===== src/round_robin_cpu_scheduler_unit_defines.svh =====
// assertion macros for the round robin scheduler
// no dependencies
`ifndef ROUND_ROBIN_CPU_SCHEDULER_UNIT_DEFINES_SVH
`define ROUND_ROBIN_CPU_SCHEDULER_UNIT_DEFINES_SVH

// antecedent holds in a cycle, consequent in the same cycle
`define RRCS_ASSERT_SAME(lbl, clk, rst_n, ante, cons, msg) \
    lbl: assert property (@(posedge clk) disable iff (!rst_n) (ante) |-> (cons)) \
        else $error(msg);

// antecedent holds in a cycle, consequent in the next cycle
`define RRCS_ASSERT_NEXT(lbl, clk, rst_n, ante, cons, msg) \
    lbl: assert property (@(posedge clk) disable iff (!rst_n) (ante) |=> (cons)) \
        else $error(msg);

`endif


===== src/rrcs_pkg.sv =====
// shared types and codes of the round robin scheduler
// no dependencies
package rrcs_pkg;

    localparam int TIME_W = 21;
    localparam int FIELD_W = 16;
    localparam int PID_W = 5;
    localparam logic [TIME_W-1:0] TIME_MAX = {TIME_W{1'b1}};

    localparam logic [1:0] OP_CLEAR = 2'd0;
    localparam logic [1:0] OP_ADD = 2'd1;
    localparam logic [1:0] OP_DISPATCH = 2'd2;

    localparam logic [1:0] ST_OK = 2'd0;
    localparam logic [1:0] ST_FULL = 2'd1;
    localparam logic [1:0] ST_EMPTY = 2'd2;

    localparam logic [FIELD_W-1:0] QUANTUM_RESET = 16'd4;

    typedef struct packed {
        logic idle;
        logic clear;
        logic set_full;
        logic set_empty;
        logic scan_reset;
        logic scan_inc;
        logic insert;
        logic addr_scan;
        logic addr_first;
        logic jump;
        logic pop;
        logic run;
        logic fin_calc;
        logic admit_push;
        logic set_send;
        logic requeue;
        logic load_out;
    } cmd_t;

    typedef struct packed {
        logic req_valid;
        logic [1:0] op;
        logic full;
        logic all_done;
        logic ring_empty;
        logic find_stop;
        logic scan_end;
        logic admit_ok;
        logic fin;
        logic out_free;
    } stat_t;

endpackage


===== src/rrcs_req_if.sv =====
// request channel of the scheduler
// depends on rrcs_pkg
interface rrcs_req_if;
    logic valid;
    logic ready;
    logic [1:0] operation;
    logic [rrcs_pkg::FIELD_W-1:0] arrival_time;
    logic [rrcs_pkg::FIELD_W-1:0] burst_time;

    modport source (output valid, output operation, output arrival_time,
                    output burst_time, input ready);
    modport sink (input valid, input operation, input arrival_time,
                  input burst_time, output ready);
endinterface


===== src/rrcs_rsp_if.sv =====
// result channel of the scheduler
// depends on rrcs_pkg
interface rrcs_rsp_if;
    logic valid;
    logic ready;
    logic [1:0] status;
    logic [rrcs_pkg::PID_W-1:0] process_id;
    logic [rrcs_pkg::TIME_W-1:0] slice_end_time;
    logic finished;
    logic [rrcs_pkg::TIME_W-1:0] waiting_time;
    logic [rrcs_pkg::TIME_W-1:0] turnaround_time;
    logic all_done;

    modport source (output valid, output status, output process_id,
                    output slice_end_time, output finished, output waiting_time,
                    output turnaround_time, output all_done, input ready);
    modport sink (input valid, input status, input process_id,
                  input slice_end_time, input finished, input waiting_time,
                  input turnaround_time, input all_done, output ready);
endinterface


===== src/round_robin_cpu_scheduler_unit.sv =====
// round robin scheduler with a time quantum, top level
// add: decode, scan past the n table entries ahead of the insert point, insert
// dispatch: decode, jump if ring empty, pop, run, fin, arrival scan, requeue if unfinished
// clear, full add, empty dispatch and unused codes: decode, then done; a new request is
// taken the cycle after the result register loads, which waits while it is held
// rst_n clears table, ring, clock and sets the quantum to 4
module round_robin_cpu_scheduler_unit
#(
    parameter int MAX_PROCS = 16
)
(
    input  logic        clk,
    input  logic        rst_n,
    input  logic        time_quantum_we,
    input  logic [15:0] time_quantum_wdata,
    rrcs_req_if.sink    in_req,
    rrcs_rsp_if.source  out_rsp
);

    rrcs_pkg::cmd_t cmd;
    rrcs_pkg::stat_t stat;

    rrcs_controller u_ctrl
    (
        .clk   (clk),
        .rst_n (rst_n),
        .stat  (stat),
        .cmd   (cmd)
    );

    rrcs_datapath #(.MAX_PROCS(MAX_PROCS)) u_dp
    (
        .clk       (clk),
        .rst_n     (rst_n),
        .cfg_we    (time_quantum_we),
        .cfg_wdata (time_quantum_wdata),
        .req       (in_req),
        .rsp       (out_rsp),
        .cmd       (cmd),
        .stat      (stat)
    );

endmodule


===== src/rrcs_controller.sv =====
// sequencer of the round robin scheduler
// depends on rrcs_pkg
module rrcs_controller
(
    input  logic           clk,
    input  logic           rst_n,
    input  rrcs_pkg::stat_t stat,
    output rrcs_pkg::cmd_t  cmd
);

    localparam logic [3:0] S_IDLE   = 4'd0;
    localparam logic [3:0] S_DECODE = 4'd1;
    localparam logic [3:0] S_FIND   = 4'd2;
    localparam logic [3:0] S_INSERT = 4'd3;
    localparam logic [3:0] S_JUMP   = 4'd4;
    localparam logic [3:0] S_POP    = 4'd5;
    localparam logic [3:0] S_RUN    = 4'd6;
    localparam logic [3:0] S_FIN    = 4'd7;
    localparam logic [3:0] S_ADMIT  = 4'd8;
    localparam logic [3:0] S_REQ    = 4'd9;
    localparam logic [3:0] S_DONE   = 4'd10;

    logic [3:0] state_reg;
    logic [3:0] state_next;

    always_ff @(posedge clk or negedge rst_n)
    begin
        if (!rst_n)
        begin
            state_reg <= S_IDLE;
        end
        else
        begin
            state_reg <= state_next;
        end
    end

    always_comb
    begin
        cmd = '0;
        state_next = state_reg;
        case (state_reg)
            S_IDLE:
            begin
                cmd.idle = 1'b1;
                if (stat.req_valid)
                begin
                    state_next = S_DECODE;
                end
            end
            S_DECODE:
            begin
                state_next = S_DONE;
                case (stat.op)
                    rrcs_pkg::OP_CLEAR:
                    begin
                        cmd.clear = 1'b1;
                    end
                    rrcs_pkg::OP_ADD:
                    begin
                        if (stat.full)
                        begin
                            cmd.set_full = 1'b1;
                        end
                        else
                        begin
                            cmd.scan_reset = 1'b1;
                            state_next = S_FIND;
                        end
                    end
                    rrcs_pkg::OP_DISPATCH:
                    begin
                        if (stat.all_done)
                        begin
                            cmd.set_empty = 1'b1;
                        end
                        else if (stat.ring_empty)
                        begin
                            state_next = S_JUMP;
                        end
                        else
                        begin
                            state_next = S_POP;
                        end
                    end
                    default:
                    begin
                        state_next = S_DONE;
                    end
                endcase
            end
            S_FIND:
            begin
                cmd.addr_scan = 1'b1;
                if (stat.scan_end || stat.find_stop)
                begin
                    state_next = S_INSERT;
                end
                else
                begin
                    cmd.scan_inc = 1'b1;
                end
            end
            S_INSERT:
            begin
                cmd.insert = 1'b1;
                state_next = S_DONE;
            end
            S_JUMP:
            begin
                cmd.addr_first = 1'b1;
                cmd.jump = 1'b1;
                state_next = S_POP;
            end
            S_POP:
            begin
                cmd.pop = 1'b1;
                state_next = S_RUN;
            end
            S_RUN:
            begin
                cmd.run = 1'b1;
                state_next = S_FIN;
            end
            S_FIN:
            begin
                cmd.fin_calc = 1'b1;
                cmd.scan_reset = 1'b1;
                state_next = S_ADMIT;
            end
            S_ADMIT:
            begin
                cmd.addr_scan = 1'b1;
                if (stat.scan_end)
                begin
                    cmd.set_send = 1'b1;
                    state_next = stat.fin ? S_DONE : S_REQ;
                end
                else
                begin
                    cmd.admit_push = stat.admit_ok;
                    cmd.scan_inc = 1'b1;
                end
            end
            S_REQ:
            begin
                cmd.requeue = 1'b1;
                state_next = S_DONE;
            end
            S_DONE:
            begin
                if (stat.out_free)
                begin
                    cmd.load_out = 1'b1;
                    state_next = S_IDLE;
                end
            end
            default:
            begin
                state_next = S_IDLE;
            end
        endcase
    end

endmodule


===== src/rrcs_datapath.sv =====
// process table, ready ring, clock and result registers of the scheduler
// depends on rrcs_pkg, rrcs_req_if, rrcs_rsp_if and the defines header
`include "round_robin_cpu_scheduler_unit_defines.svh"

module rrcs_datapath
#(
    parameter int MAX_PROCS = 16
)
(
    input  logic              clk,
    input  logic              rst_n,
    input  logic              cfg_we,
    input  logic [15:0]       cfg_wdata,
    rrcs_req_if.sink          req,
    rrcs_rsp_if.source        rsp,
    input  rrcs_pkg::cmd_t    cmd,
    output rrcs_pkg::stat_t   stat
);

    localparam int IW = (MAX_PROCS > 1) ? $clog2(MAX_PROCS) : 1;
    localparam int CW = $clog2(MAX_PROCS + 1);
    localparam int TW = rrcs_pkg::TIME_W;
    localparam int FW = rrcs_pkg::FIELD_W;
    localparam int PW = rrcs_pkg::PID_W;

    logic [FW-1:0] arr_reg [MAX_PROCS];
    logic [FW-1:0] burst_reg [MAX_PROCS];
    logic [FW-1:0] rem_reg [MAX_PROCS];
    logic [CW-1:0] lo_reg [MAX_PROCS];
    logic [IW-1:0] ring_reg [MAX_PROCS];
    logic [MAX_PROCS-1:0] comp_reg;
    logic [MAX_PROCS-1:0] queued_reg;
    logic [IW-1:0] head_reg;
    logic [IW-1:0] tail_reg;
    logic [CW-1:0] ring_count_reg;
    logic [CW-1:0] pcount_reg;
    logic [TW-1:0] time_reg;
    logic [FW-1:0] quantum_reg;
    logic [CW-1:0] scan_reg;
    logic [IW-1:0] cur_reg;
    logic fin_reg;

    logic [1:0] op_reg;
    logic [FW-1:0] at_reg;
    logic [FW-1:0] bt_reg;

    logic [1:0] rs_status_reg;
    logic [PW-1:0] rs_pid_reg;
    logic [TW-1:0] rs_send_reg;
    logic rs_fin_reg;
    logic [TW-1:0] rs_wt_reg;
    logic [TW-1:0] rs_tt_reg;

    logic out_valid_reg;
    logic [1:0] out_status_reg;
    logic [PW-1:0] out_pid_reg;
    logic [TW-1:0] out_send_reg;
    logic out_fin_reg;
    logic [TW-1:0] out_wt_reg;
    logic [TW-1:0] out_tt_reg;
    logic out_done_reg;

    logic [IW-1:0] first_idx;
    logic [IW-1:0] rd_idx;
    logic [FW-1:0] rd_arr;
    logic [FW-1:0] rd_burst;
    logic [FW-1:0] rd_rem;
    logic [CW-1:0] rd_lo;
    logic [FW-1:0] q;
    logic [MAX_PROCS-1:0] mask;
    logic all_done;
    logic accept;
    logic push_en;
    logic [IW-1:0] push_idx;
    logic [IW-1:0] pop_raw;
    logic [IW-1:0] pop_idx;
    logic remain_le_q;
    logic [TW:0] run_sum;
    logic [TW-1:0] run_time;
    logic [FW:0] ab_sum;
    logic [IW-1:0] tail_inc;
    logic [IW-1:0] head_inc;

    always_comb
    begin
        first_idx = '0;
        for (int k = MAX_PROCS - 1; k >= 0; k--)
        begin
            if (!comp_reg[k])
            begin
                first_idx = IW'(k);
            end
        end
        for (int k = 0; k < MAX_PROCS; k++)
        begin
            mask[k] = CW'(k) < pcount_reg;
        end
    end

    assign all_done = &(comp_reg | ~mask);
    assign accept = req.valid && cmd.idle;
    assign rd_idx = cmd.addr_scan ? scan_reg[IW-1:0] : (cmd.addr_first ? first_idx : cur_reg);
    assign rd_arr = arr_reg[rd_idx];
    assign rd_burst = burst_reg[rd_idx];
    assign rd_rem = rem_reg[rd_idx];
    assign rd_lo = lo_reg[rd_idx];
    assign q = (quantum_reg == '0) ? FW'(1) : quantum_reg;
    assign remain_le_q = rd_rem <= q;
    assign run_sum = {1'b0, time_reg} + (TW + 1)'(remain_le_q ? rd_rem : q);
    assign run_time = (run_sum > (TW + 1)'(rrcs_pkg::TIME_MAX)) ? rrcs_pkg::TIME_MAX
                                                               : run_sum[TW-1:0];
    assign ab_sum = {1'b0, rd_arr} + {1'b0, rd_burst};
    assign pop_raw = ring_reg[head_reg];
    assign pop_idx = (CW'(pop_raw) >= pcount_reg) ? '0 : pop_raw;
    assign tail_inc = ((CW + 1)'(tail_reg) + 1'b1 >= (CW + 1)'(MAX_PROCS)) ? '0
                                                                          : tail_reg + 1'b1;
    assign head_inc = ((CW + 1)'(head_reg) + 1'b1 >= (CW + 1)'(MAX_PROCS)) ? '0
                                                                          : head_reg + 1'b1;

    always_comb
    begin
        push_en = 1'b0;
        push_idx = cur_reg;
        if (cmd.jump)
        begin
            push_en = 1'b1;
            push_idx = first_idx;
        end
        else if (cmd.admit_push)
        begin
            push_en = 1'b1;
            push_idx = scan_reg[IW-1:0];
        end
        else if (cmd.requeue)
        begin
            push_en = 1'b1;
        end
        if (ring_count_reg >= CW'(MAX_PROCS))
        begin
            push_en = 1'b0;
        end
    end

    always_comb
    begin
        stat.req_valid = req.valid;
        stat.op = op_reg;
        stat.full = pcount_reg >= CW'(MAX_PROCS);
        stat.all_done = all_done;
        stat.ring_empty = ring_count_reg == '0;
        stat.find_stop = rd_arr > at_reg;
        stat.scan_end = scan_reg == pcount_reg;
        stat.admit_ok = (TW'(rd_arr) <= time_reg) && !comp_reg[rd_idx]
                        && !queued_reg[rd_idx] && (rd_idx != cur_reg);
        stat.fin = fin_reg;
        stat.out_free = !out_valid_reg || rsp.ready;
    end

    // control state
    always_ff @(posedge clk or negedge rst_n)
    begin
        if (!rst_n)
        begin
            comp_reg <= '0;
            queued_reg <= '0;
            head_reg <= '0;
            tail_reg <= '0;
            ring_count_reg <= '0;
            pcount_reg <= '0;
            time_reg <= '0;
            quantum_reg <= rrcs_pkg::QUANTUM_RESET;
            out_valid_reg <= 1'b0;
        end
        else
        begin
            if (cfg_we)
            begin
                quantum_reg <= cfg_wdata;
            end
            if (cmd.load_out)
            begin
                out_valid_reg <= 1'b1;
            end
            else if (rsp.ready)
            begin
                out_valid_reg <= 1'b0;
            end
            if (cmd.clear)
            begin
                comp_reg <= '0;
                queued_reg <= '0;
                head_reg <= '0;
                tail_reg <= '0;
                ring_count_reg <= '0;
                pcount_reg <= '0;
                time_reg <= '0;
            end
            if (cmd.insert)
            begin
                for (int k = 1; k < MAX_PROCS; k++)
                begin
                    if (CW'(k) > scan_reg && CW'(k) <= pcount_reg)
                    begin
                        comp_reg[k] <= comp_reg[k-1];
                        queued_reg[k] <= queued_reg[k-1];
                    end
                end
                comp_reg[scan_reg[IW-1:0]] <= 1'b0;
                queued_reg[scan_reg[IW-1:0]] <= 1'b0;
                pcount_reg <= pcount_reg + 1'b1;
            end
            if (cmd.jump && TW'(rd_arr) > time_reg)
            begin
                time_reg <= TW'(rd_arr);
            end
            if (cmd.pop)
            begin
                head_reg <= head_inc;
                ring_count_reg <= ring_count_reg - 1'b1;
                if (CW'(pop_raw) < CW'(MAX_PROCS))
                begin
                    queued_reg[pop_raw] <= 1'b0;
                end
            end
            if (cmd.run)
            begin
                time_reg <= run_time;
                if (remain_le_q)
                begin
                    comp_reg[cur_reg] <= 1'b1;
                end
            end
            if (push_en)
            begin
                tail_reg <= tail_inc;
                ring_count_reg <= ring_count_reg + 1'b1;
                queued_reg[push_idx] <= 1'b1;
            end
        end
    end

    // tables, ring slots and payload
    always_ff @(posedge clk)
    begin
        if (accept)
        begin
            op_reg <= req.operation;
            at_reg <= req.arrival_time;
            bt_reg <= req.burst_time;
            rs_status_reg <= rrcs_pkg::ST_OK;
            rs_pid_reg <= '0;
            rs_send_reg <= '0;
            rs_fin_reg <= 1'b0;
            rs_wt_reg <= '0;
            rs_tt_reg <= '0;
        end
        if (cmd.set_full)
        begin
            rs_status_reg <= rrcs_pkg::ST_FULL;
        end
        if (cmd.set_empty)
        begin
            rs_status_reg <= rrcs_pkg::ST_EMPTY;
        end
        if (cmd.scan_reset)
        begin
            scan_reg <= '0;
        end
        else if (cmd.scan_inc)
        begin
            scan_reg <= scan_reg + 1'b1;
        end
        if (cmd.insert)
        begin
            for (int k = 1; k < MAX_PROCS; k++)
            begin
                if (CW'(k) > scan_reg && CW'(k) <= pcount_reg)
                begin
                    arr_reg[k] <= arr_reg[k-1];
                    burst_reg[k] <= burst_reg[k-1];
                    rem_reg[k] <= rem_reg[k-1];
                    lo_reg[k] <= lo_reg[k-1];
                end
            end
            for (int k = 0; k < MAX_PROCS; k++)
            begin
                if (CW'(ring_reg[k]) >= scan_reg
                    && (CW + 1)'(ring_reg[k]) + 1'b1 < (CW + 1)'(MAX_PROCS))
                begin
                    ring_reg[k] <= ring_reg[k] + 1'b1;
                end
            end
            arr_reg[scan_reg[IW-1:0]] <= at_reg;
            burst_reg[scan_reg[IW-1:0]] <= bt_reg;
            rem_reg[scan_reg[IW-1:0]] <= bt_reg;
            lo_reg[scan_reg[IW-1:0]] <= pcount_reg + 1'b1;
            rs_pid_reg <= PW'(pcount_reg + 1'b1);
        end
        if (cmd.pop)
        begin
            cur_reg <= pop_idx;
        end
        if (cmd.run)
        begin
            rs_pid_reg <= PW'(rd_lo);
            fin_reg <= remain_le_q;
            rs_fin_reg <= remain_le_q;
            rem_reg[cur_reg] <= remain_le_q ? '0 : rd_rem - q;
        end
        if (cmd.fin_calc && fin_reg)
        begin
            rs_wt_reg <= (time_reg >= TW'(ab_sum)) ? time_reg - TW'(ab_sum) : '0;
            rs_tt_reg <= (time_reg >= TW'(rd_arr)) ? time_reg - TW'(rd_arr) : '0;
        end
        if (cmd.set_send)
        begin
            rs_send_reg <= time_reg;
        end
        if (push_en)
        begin
            ring_reg[tail_reg] <= push_idx;
        end
        if (cmd.load_out)
        begin
            out_status_reg <= rs_status_reg;
            out_pid_reg <= rs_pid_reg;
            out_send_reg <= rs_send_reg;
            out_fin_reg <= rs_fin_reg;
            out_wt_reg <= rs_wt_reg;
            out_tt_reg <= rs_tt_reg;
            out_done_reg <= all_done;
        end
    end

    assign req.ready = cmd.idle;
    assign rsp.valid = out_valid_reg;
    assign rsp.status = out_status_reg;
    assign rsp.process_id = out_pid_reg;
    assign rsp.slice_end_time = out_send_reg;
    assign rsp.finished = out_fin_reg;
    assign rsp.waiting_time = out_wt_reg;
    assign rsp.turnaround_time = out_tt_reg;
    assign rsp.all_done = out_done_reg;

    `RRCS_ASSERT_SAME(a_ring_le_count, clk, rst_n, 1'b1, ring_count_reg <= pcount_reg, "ring holds more entries than the table")
    `RRCS_ASSERT_SAME(a_queued_matches_ring, clk, rst_n, 1'b1, $countones(queued_reg) == ring_count_reg, "queued flags disagree with ring count")
    `RRCS_ASSERT_NEXT(a_clear_empties, clk, rst_n, cmd.clear, pcount_reg == '0 && ring_count_reg == '0 && comp_reg == '0, "clear left state behind")

endmodule

===== src/flat_wrapper.sv =====
// flat-port wrapper written by rule: the top's interface ports become plain ports
module round_robin_cpu_scheduler_unit_flat 
#(
    parameter int MAX_PROCS = 16
)
  (clk, rst_n, time_quantum_we, time_quantum_wdata, in_req_valid, in_req_operation, in_req_arrival_time, in_req_burst_time, in_req_ready, out_rsp_valid, out_rsp_status, out_rsp_process_id, out_rsp_slice_end_time, out_rsp_finished, out_rsp_waiting_time, out_rsp_turnaround_time, out_rsp_all_done, out_rsp_ready);
  rrcs_req_if in_req_i ();
  rrcs_rsp_if out_rsp_i ();
  input  logic clk;
  input  logic rst_n;
  input  logic time_quantum_we;
  input  logic [15:0] time_quantum_wdata;
  input wire logic [$bits(in_req_i.valid)-1:0] in_req_valid;
  input wire logic [$bits(in_req_i.operation)-1:0] in_req_operation;
  input wire logic [$bits(in_req_i.arrival_time)-1:0] in_req_arrival_time;
  input wire logic [$bits(in_req_i.burst_time)-1:0] in_req_burst_time;
  output wire logic [$bits(in_req_i.ready)-1:0] in_req_ready;
  output wire logic [$bits(out_rsp_i.valid)-1:0] out_rsp_valid;
  output wire logic [$bits(out_rsp_i.status)-1:0] out_rsp_status;
  output wire logic [$bits(out_rsp_i.process_id)-1:0] out_rsp_process_id;
  output wire logic [$bits(out_rsp_i.slice_end_time)-1:0] out_rsp_slice_end_time;
  output wire logic [$bits(out_rsp_i.finished)-1:0] out_rsp_finished;
  output wire logic [$bits(out_rsp_i.waiting_time)-1:0] out_rsp_waiting_time;
  output wire logic [$bits(out_rsp_i.turnaround_time)-1:0] out_rsp_turnaround_time;
  output wire logic [$bits(out_rsp_i.all_done)-1:0] out_rsp_all_done;
  input wire logic [$bits(out_rsp_i.ready)-1:0] out_rsp_ready;
  assign in_req_i.valid = in_req_valid;
  assign in_req_i.operation = in_req_operation;
  assign in_req_i.arrival_time = in_req_arrival_time;
  assign in_req_i.burst_time = in_req_burst_time;
  assign in_req_ready = in_req_i.ready;
  assign out_rsp_valid = out_rsp_i.valid;
  assign out_rsp_status = out_rsp_i.status;
  assign out_rsp_process_id = out_rsp_i.process_id;
  assign out_rsp_slice_end_time = out_rsp_i.slice_end_time;
  assign out_rsp_finished = out_rsp_i.finished;
  assign out_rsp_waiting_time = out_rsp_i.waiting_time;
  assign out_rsp_turnaround_time = out_rsp_i.turnaround_time;
  assign out_rsp_all_done = out_rsp_i.all_done;
  assign out_rsp_i.ready = out_rsp_ready;
  round_robin_cpu_scheduler_unit #(.MAX_PROCS(MAX_PROCS)) u_core (.clk(clk), .rst_n(rst_n), .time_quantum_we(time_quantum_we), .time_quantum_wdata(time_quantum_wdata), .in_req(in_req_i), .out_rsp(out_rsp_i));
endmodule

===== config.mk =====
export PLATFORM = sky130hd
export DESIGN_NAME = round_robin_cpu_scheduler_unit_flat
export DESIGN_NICKNAME = d
export VERILOG_FILES = /design/src/rrcs_pkg.sv /design/src/rrcs_req_if.sv /design/src/rrcs_rsp_if.sv /design/src/round_robin_cpu_scheduler_unit.sv /design/src/rrcs_controller.sv /design/src/rrcs_datapath.sv /design/src/flat_wrapper.sv
export VERILOG_INCLUDE_DIRS = /design/src /design/src/src
export SDC_FILE = /design/constraint.sdc
export NUM_CORES = 2
export LEC_CHECK = 0
export ABC_AREA = 1
export BUFFER_PORTS_ARGS = -buffer_cell sky130_fd_sc_hd__buf_4
export CAP_MARGIN = 30
export CORE_MARGIN = 2
export CORE_UTILIZATION = 47
export DETAILED_ROUTE_END_ITERATION = 8
export GPL_TIMING_DRIVEN = 1
export SYNTH_ARGS = -nofsm -noshare
export SYNTH_HDL_FRONTEND = slang
export SYNTH_SLANG_ARGS = --single-unit
export TNS_END_PERCENT = 20

===== constraint.sdc =====
create_clock -name clk -period 9.3 [get_ports clk]
set_input_delay 2.325 -clock clk [delete_from_list [all_inputs] [get_ports clk]]
set_output_delay 2.325 -clock clk [all_outputs]
set_load 0.02 [all_outputs]

Word-level counts from Yosys, hierarchy flattened
Memory sizes are Yosys's and may differ from the RTL's.
Cells that the tools add are included.

cells by class
  add/sub/neg operators = 45
  muxes and demuxes = 275
  magnitude comparators = 99
  bitwise operators = 9
  equal/unequal tests = 18
  reduce and logical (&&, ||, !) cells = 67

operators by type and width
  cell                    number
  $mux W21                10
  $mux W1                 196
  $mux W16                12
  $mux W4                 34
  $add A4 B1 Y5 const B   18
  $ge A4 B5 Y1            17
  $lt A5 B5 Y1 const B    16
  $add A4 B1 Y4 const B   18
  $and A16 B16 Y16        3
  $not A16 Y16            3
  $or A16 B16 Y16         3
  $logic_and A1 B1 Y1     41
  $gt A4 B5 Y1 const A    8
  $le A4 B5 Y1 const A    8
  $lt A4 B5 Y1 const A    8
  $pmux W4 S10            1
  $mux W5                 7
  $lt A4 B5 Y1 const B    5
  $add A21 B16 Y22        1
  $gt A22 B21 Y1 const B  1
  $ge A21 B16 Y1          1
  $ge A21 B17 Y1          1
  $gt A16 B21 Y1          1
  $le A16 B21 Y1          1
  48 further kinds        99

storage, ports and cells
  input bits = 55
  register bits = 279
  memories kept = 5
  word-level logic and storage cells = 547
  RAM bits = 912

memory list
  memory                 words  bits a word  rd ports  clocked after memory_dff  wr ports  RTL line             RTL
  u_core.u_dp.arr_reg    16     16           16        0                         16        rrcs_datapath.sv:26  logic [FW-1:0] arr_reg [MAX_PROCS];
  u_core.u_dp.burst_reg  16     16           16        0                         16        rrcs_datapath.sv:27  logic [FW-1:0] burst_reg [MAX_PROCS];
  u_core.u_dp.rem_reg    16     16           16        0                         16        rrcs_datapath.sv:28  logic [FW-1:0] rem_reg [MAX_PROCS];
  u_core.u_dp.lo_reg     16     5            16        0                         16        rrcs_datapath.sv:29  logic [CW-1:0] lo_reg [MAX_PROCS];
  u_core.u_dp.ring_reg   16     4            17        0                         16        rrcs_datapath.sv:30  logic [IW-1:0] ring_reg [MAX_PROCS];

Longest topological paths before layout
  depth after elaboration = 34
  depth in mapped cells = 62

Modules after synthesis
Synthesis repeated with hierarchy kept, for this count alone.

unflattened totals
  cells, all modules = 8084
  area total of the unflattened synthesis = 68025.2 µm²

modules (own cells, without submodules)
  module           cells an instance  instances  area each (µm²)  sequential area each (µm²)
  rrcs_datapath    7986               1          67468.5          35134.9
  rrcs_controller  98                 1          556.8            100.1

Worst setup path before layout
OpenSTA, ideal clock, no wires.

  path kind = flip-flop to flip-flop
  from = register u_core.u_dp.scan_reg[0]
  to = register u_core.u_dp.time_reg[10]
  period minus slack after synthesis = 7201 ps
  arrival = 7132 ps
  stages on the path, launching flop included = 48
  slack = 2099 ps
  path buffers = 6
  cell sequence = dfxtp_1 buf_2 clkinv_1 nand2_1 a21boi_1 buf_2 clkbuf_1 o21ai_0 a21oi_1 o311ai_1 nand2_1 ha_1 inv_1 fa_1 a21oi_1 o21ai_2 a21oi_1 o21bai_2 (+12 left out) ha_1 nand3_1 nand2_1 nand3_1 nand2_1 nand3_1 nand2_1 a31oi_1 o21ai_1 a31oi_1 o21ai_1 nand2_1 a21oi_1 nand2_1 inv_1 buf_2 o21ai_0 nand3_1

on the way
  longest elaborated chain between the ends = 8
  elaborated cells on any way between the ends = 13
  classes of those cells = add/sub: 1; order compare: 3; mux: 5; reduce/logical: 2; memory: 2

RTL lines
  item                         RTL line              RTL
  start, declared              rrcs_datapath.sv:39   logic [CW-1:0] scan_reg;
  start signal, assigned       rrcs_datapath.sv:271  scan_reg <= scan_reg + 1'b1;
  $mux W4 *                    rrcs_datapath.sv:102  assign rd_idx = cmd.addr_scan ? scan_reg[IW-1:0] : (cmd.addr_first ? first_idx : cur_reg);
  $mem_v2 Z16 W16 *            --
  $le A16 B16 Y1 *             rrcs_datapath.sv:108  assign remain_le_q = rd_rem <= q;
  net u_core.u_dp.remain_le_q  rrcs_datapath.sv:77   logic remain_le_q;
  $mux W16 *                   rrcs_datapath.sv:109  assign run_sum = {1'b0, time_reg} + (TW + 1)'(remain_le_q ? rd_rem : q);
  $add A21 B16 Y22 *           rrcs_datapath.sv:109
  $gt A22 B21 Y1               rrcs_datapath.sv:110  assign run_time = (run_sum > (TW + 1)'(rrcs_pkg::TIME_MAX)) ? rrcs_pkg::TIME_MAX
  $mux W21 *                   rrcs_datapath.sv:110
  $mux W21 *                   rrcs_datapath.sv:225  if (cmd.run)
  end signal, assigned         rrcs_datapath.sv:214  time_reg <= TW'(rd_arr);
  end signal, assigned         rrcs_datapath.sv:227  time_reg <= run_time;
  end, declared                rrcs_datapath.sv:37   logic [TW-1:0] time_reg;

Mark *: on every way through the listed nets, which the timed path passes. The rest lies on a longest branch.
A chain may end at the register's enable or synchronous reset.

Worst setup path in the final report
  from = register u_core.u_ctrl.state_reg[3]
  to = register u_core.u_dp.time_reg[9]

on the way
  longest elaborated chain between the ends = 11
  elaborated cells on any way between the ends = 24
  classes of those cells = add/sub: 1; order compare: 3; eq/ne: 5; mux: 10; reduce/logical: 3; memory: 2

RTL lines
  item                                                RTL line                                     RTL
  start, declared                                     rrcs_controller.sv:23                        logic [3:0] state_reg;
  start signal, assigned                              rrcs_controller.sv:34                        state_reg <= state_next;
  $eq A4 B3 Y1, or another cell as far along          rrcs_controller.sv:42                        case (state_reg)
  $mux W2 / $reduce_or A2 Y1 (equally long branches)  --
  $mux W4 / $mux W1 (equally long branches)           rrcs_datapath.sv:102, rrcs_controller.sv:42
  $mux W4                                             rrcs_datapath.sv:102
  $mem_v2 Z16 W16                                     --
  $le A16 B16 Y1                                      rrcs_datapath.sv:108
  $mux W16                                            rrcs_datapath.sv:109
  $add A21 B16 Y22                                    rrcs_datapath.sv:109
  $gt A22 B21 Y1                                      rrcs_datapath.sv:110
  $mux W21                                            rrcs_datapath.sv:110
  $mux W21                                            rrcs_datapath.sv:225

Several ways; a longest one is shown, not always the timed one.

==> impl_results.md <==
- Status: finished clean
- Die area: roughly 140,000 um2
- Number of global-route vias before repair: about 48,000
- Hold Fails Final Rpt: 0
- H-tree depth: 4
- Sequential area share after synthesis: 0.550
- Ys async rst share: 0.0772
- Vias per cell: around 6
- Most frequent cells after synthesis: nand2_1, o21ai_0, edfxtp_1, inv_1, nor2_1
- I/O Pins: ~130
- Hold endpoint: u_core.u_dp.rsp.waiting_time[8]$_DFFE_PP_
- Worst Path Required: about 10 ns
- Critical path type: reg2reg
- RD Place Congestion: 0.974
- Number of port buffers: 128
- LEAKAGE: 28.5 nW
- Mapped Area: 64,100 um2
- Nets: slightly above 7,000
- Clock slew at reported path FFs: 0.06 ns
- Post-route ant nets: 0
- Clk root buf: clkbuf_16
- Synthesized Nets: ~7,000
- Post-CTS Setup Inserts: 0
- Fin. max-slew vios: 0
- CTS tree: yes
- First-pass GRT wire length: about 310 mm
- Slowest cell on crit path: nand2_1
- Die height: 373 um
- Syn avg cell area: 9.24 um2
- HP Start: u_core.u_dp.rs_wt_reg[8]$_SDFFCE_PN0P_
- Routed via count: about 52,000
- Primary FF master, synth: edfxtp_1
- Fin Clk Skew: 0.0275 ns
- Setup_tns: 0 ns
- GRT overflow: 0
- FF-to-FF setup slack: 0.89 ns
- Worst-Margin Slew: 1.07 ns
- Most frequent cell after synthesis: nand2_1
- Fillers: 12,300
- Post-CTS sizing: 0
- Initial antenna violation count: 7
- Pwr Density: 377 nW/um2
- Die width: 373 um
- GRT Total Usage: 0.296
- Final period util: 0.904
- DP HPWL: around 130 mm
- Dpl cell area: ~66,000 um2
- Max Freq: 119 MHz
- RSZ-0062 raised after global routing: false
- Iteration count of the initial detailed-routing pass: 6
- Clock latency on the worst-skew pair: 0.79 ns
- CTS Buffer Depth: 3
- Worst r2r src: u_core.u_ctrl.state_reg[3]$_DFFE_PN0P_
- Hold path depth: 0
- Total of warnings raised by yosys: 0
- # rows: 135
- Wirelength per Cell: 24.1 um
- Worst VDD drop: 0.414 mV
- Post-synth EDFFs: around 1,100
- Max FO, Critical Path: 30
- Design area: between 70,000 and 80,000 um2
- Max-cap violations: 0
- Placeable Area: between 100,000 and 150,000 um2
- Top cell type by total area after synthesis: edfxtp_1
- Post-CTS Hold Fix Bufs: 0
- Critical path endpoint category: flop
- Starting Density: 0.473
- Mapped Cells: 6,932
- Post-synth top area share: 0.512
- Largest cells by area after synthesis: edfxtp_1, nand2_1, o21ai_0
- DRT iter0 DRCs: 6,605
- DRC Markers: 0
- Synth cell types: 65
- Startpoint Class: flop
- Crit-path max cell delay: 0.57 ns
- Largest net degree at the start of global routing: 170
- Share of cells above drive strength 1: 0.0820
- Area delta synth->final: 10.9%
- Synthesized flop and latch total: 1,191
- Worst R2R End: u_core.u_dp.time_reg[9]$_DFFE_PN0P_
- Final WL: 211 mm
- Worst min path class: reg2reg
- Worst slew margin: 0.287
- Reg2reg path depth: 46
- Critical path's most frequent cell: nand2_1
- Data arrival, critical path: 9.11 ns
- Period minus WS final: about 8.4 ns
- CTS Buf Count: 136
- Setup violators final: 0
- Total clock sinks: 1,191
-- metal layers --
metal | share of wire | up-vias | track usage
li1 | - | 24100 | -
met2 | 0.45 | 2507 | 0.462
met5 | 0.00017 | - | 0
met3 | 0.099 | 357 | 0.0597
met1 | 0.42 | 25100 | 0.417
met4 | 0.030 | 6 | 0.0930
-- cell families after synthesis --
logic type,after synthesis,synth area share
DFF,1191,0.550
adders and majority gates,208,0.0412
xor gates and xnor gates,105,0.0144
and+or+nand+nor,2491,0.157
AOI/OAI and AO/OA,1940,0.175
buffers and inverters,977,0.0597
muxes,20,0.00316
-- metrics by stage --
stage / cells / util / setup WS [ns] / hold WS, ns / total power (W)
after floorplan: 6932 / - / 2.10 / 0.400 / 0.0166
after global placement: 8506 / 0.491 / 1.00 / 0.402 / 0.0210
after detailed placement: 8507 / 0.491 / 0.932 / 0.405 / 0.0211
after CTS: 8749 / 0.524 / 0.866 / 0.416 / 0.0266
after global routing: 8754 / 0.525 / 0.0594 / 0.417 / 0.0285
final: 8756 / 0.525 / 0.891 / 0.414 / 0.0267
-- placed cells by master (no fill, tap or decap), types with 29 or more instances in the layout --
master,count
o21ai_1,62
xor2_1,65
inv_2,35
o21ai_0,1201
o211ai_1,108
ha_1,203
o32ai_1,39
o21a_1,38
clkinv_1,29
a21oi_1,213
nor3_1,31
o221ai_1,66
inv_1,500
nand3_1,237
nor2_1,469
buf_4,221
nand2_1,1638
xnor2_1,40
edfxtp_1,1092
clkbuf_16,145
dfrtp_1,91
o311ai_0,34
-- final cells by class --
class | count | area, um2 | area share
multi-input cells | 4765 | 25200 | 0.354
well taps | 1781 | 2230 | 0.0314
flip-flops and latches | 1191 | 35200 | 0.496
diodes | 2 | 5.00 | 0.0000705
clock buffers | 175 | 3760 | 0.0530
clock inverters | 67 | 737 | 0.0104
inverters | 545 | 2060 | 0.0290
repair buffers | 230 | 1850 | 0.0260
-- worst max path at each step --
stage,startpoint,end,slack (ns),cells after the start
after global placement,u_core.u_ctrl.state_reg[3]$_DFFE_PN0P_,u_core.u_dp.time_reg[8]$_DFFE_PN0P_,1.00,50
after global routing,u_core.u_ctrl.state_reg[3]$_DFFE_PN0P_,u_core.u_dp.time_reg[18]$_DFFE_PN0P_,0.06,46
after CTS,u_core.u_ctrl.state_reg[3]$_DFFE_PN0P_,u_core.u_dp.time_reg[9]$_DFFE_PN0P_,0.87,50
after detailed placement,u_core.u_ctrl.state_reg[3]$_DFFE_PN0P_,u_core.u_dp.time_reg[10]$_DFFE_PN0P_,0.93,50
final,u_core.u_ctrl.state_reg[3]$_DFFE_PN0P_,u_core.u_dp.time_reg[9]$_DFFE_PN0P_,0.89,46
after floorplan,u_core.u_dp.scan_reg[0]$_SDFFE_PP0P_,u_core.u_dp.time_reg[10]$_DFFE_PN0P_,2.10,47
-- worst max-delay path: cells and delay by family (launching register included) --
family                     cells  cell delay (ns)
AOI/OAI and AO/OA             18             3.42
DFF                            1             0.40
adders and majority gates      2             0.52
buffers and inverters          7             1.36
and+or+nand+nor               19             2.63
-- power breakdown --
part / internal (W) / switching [W] / total, W
sequential: 0.00643 / 0.000410 / 0.00684
clock: 0.00325 / 0.00226 / 0.00551
combinational: 0.00453 / 0.00986 / 0.0144
total: 0.0142 / 0.0125 / 0.0267
(Power assumes the default switching activity.)
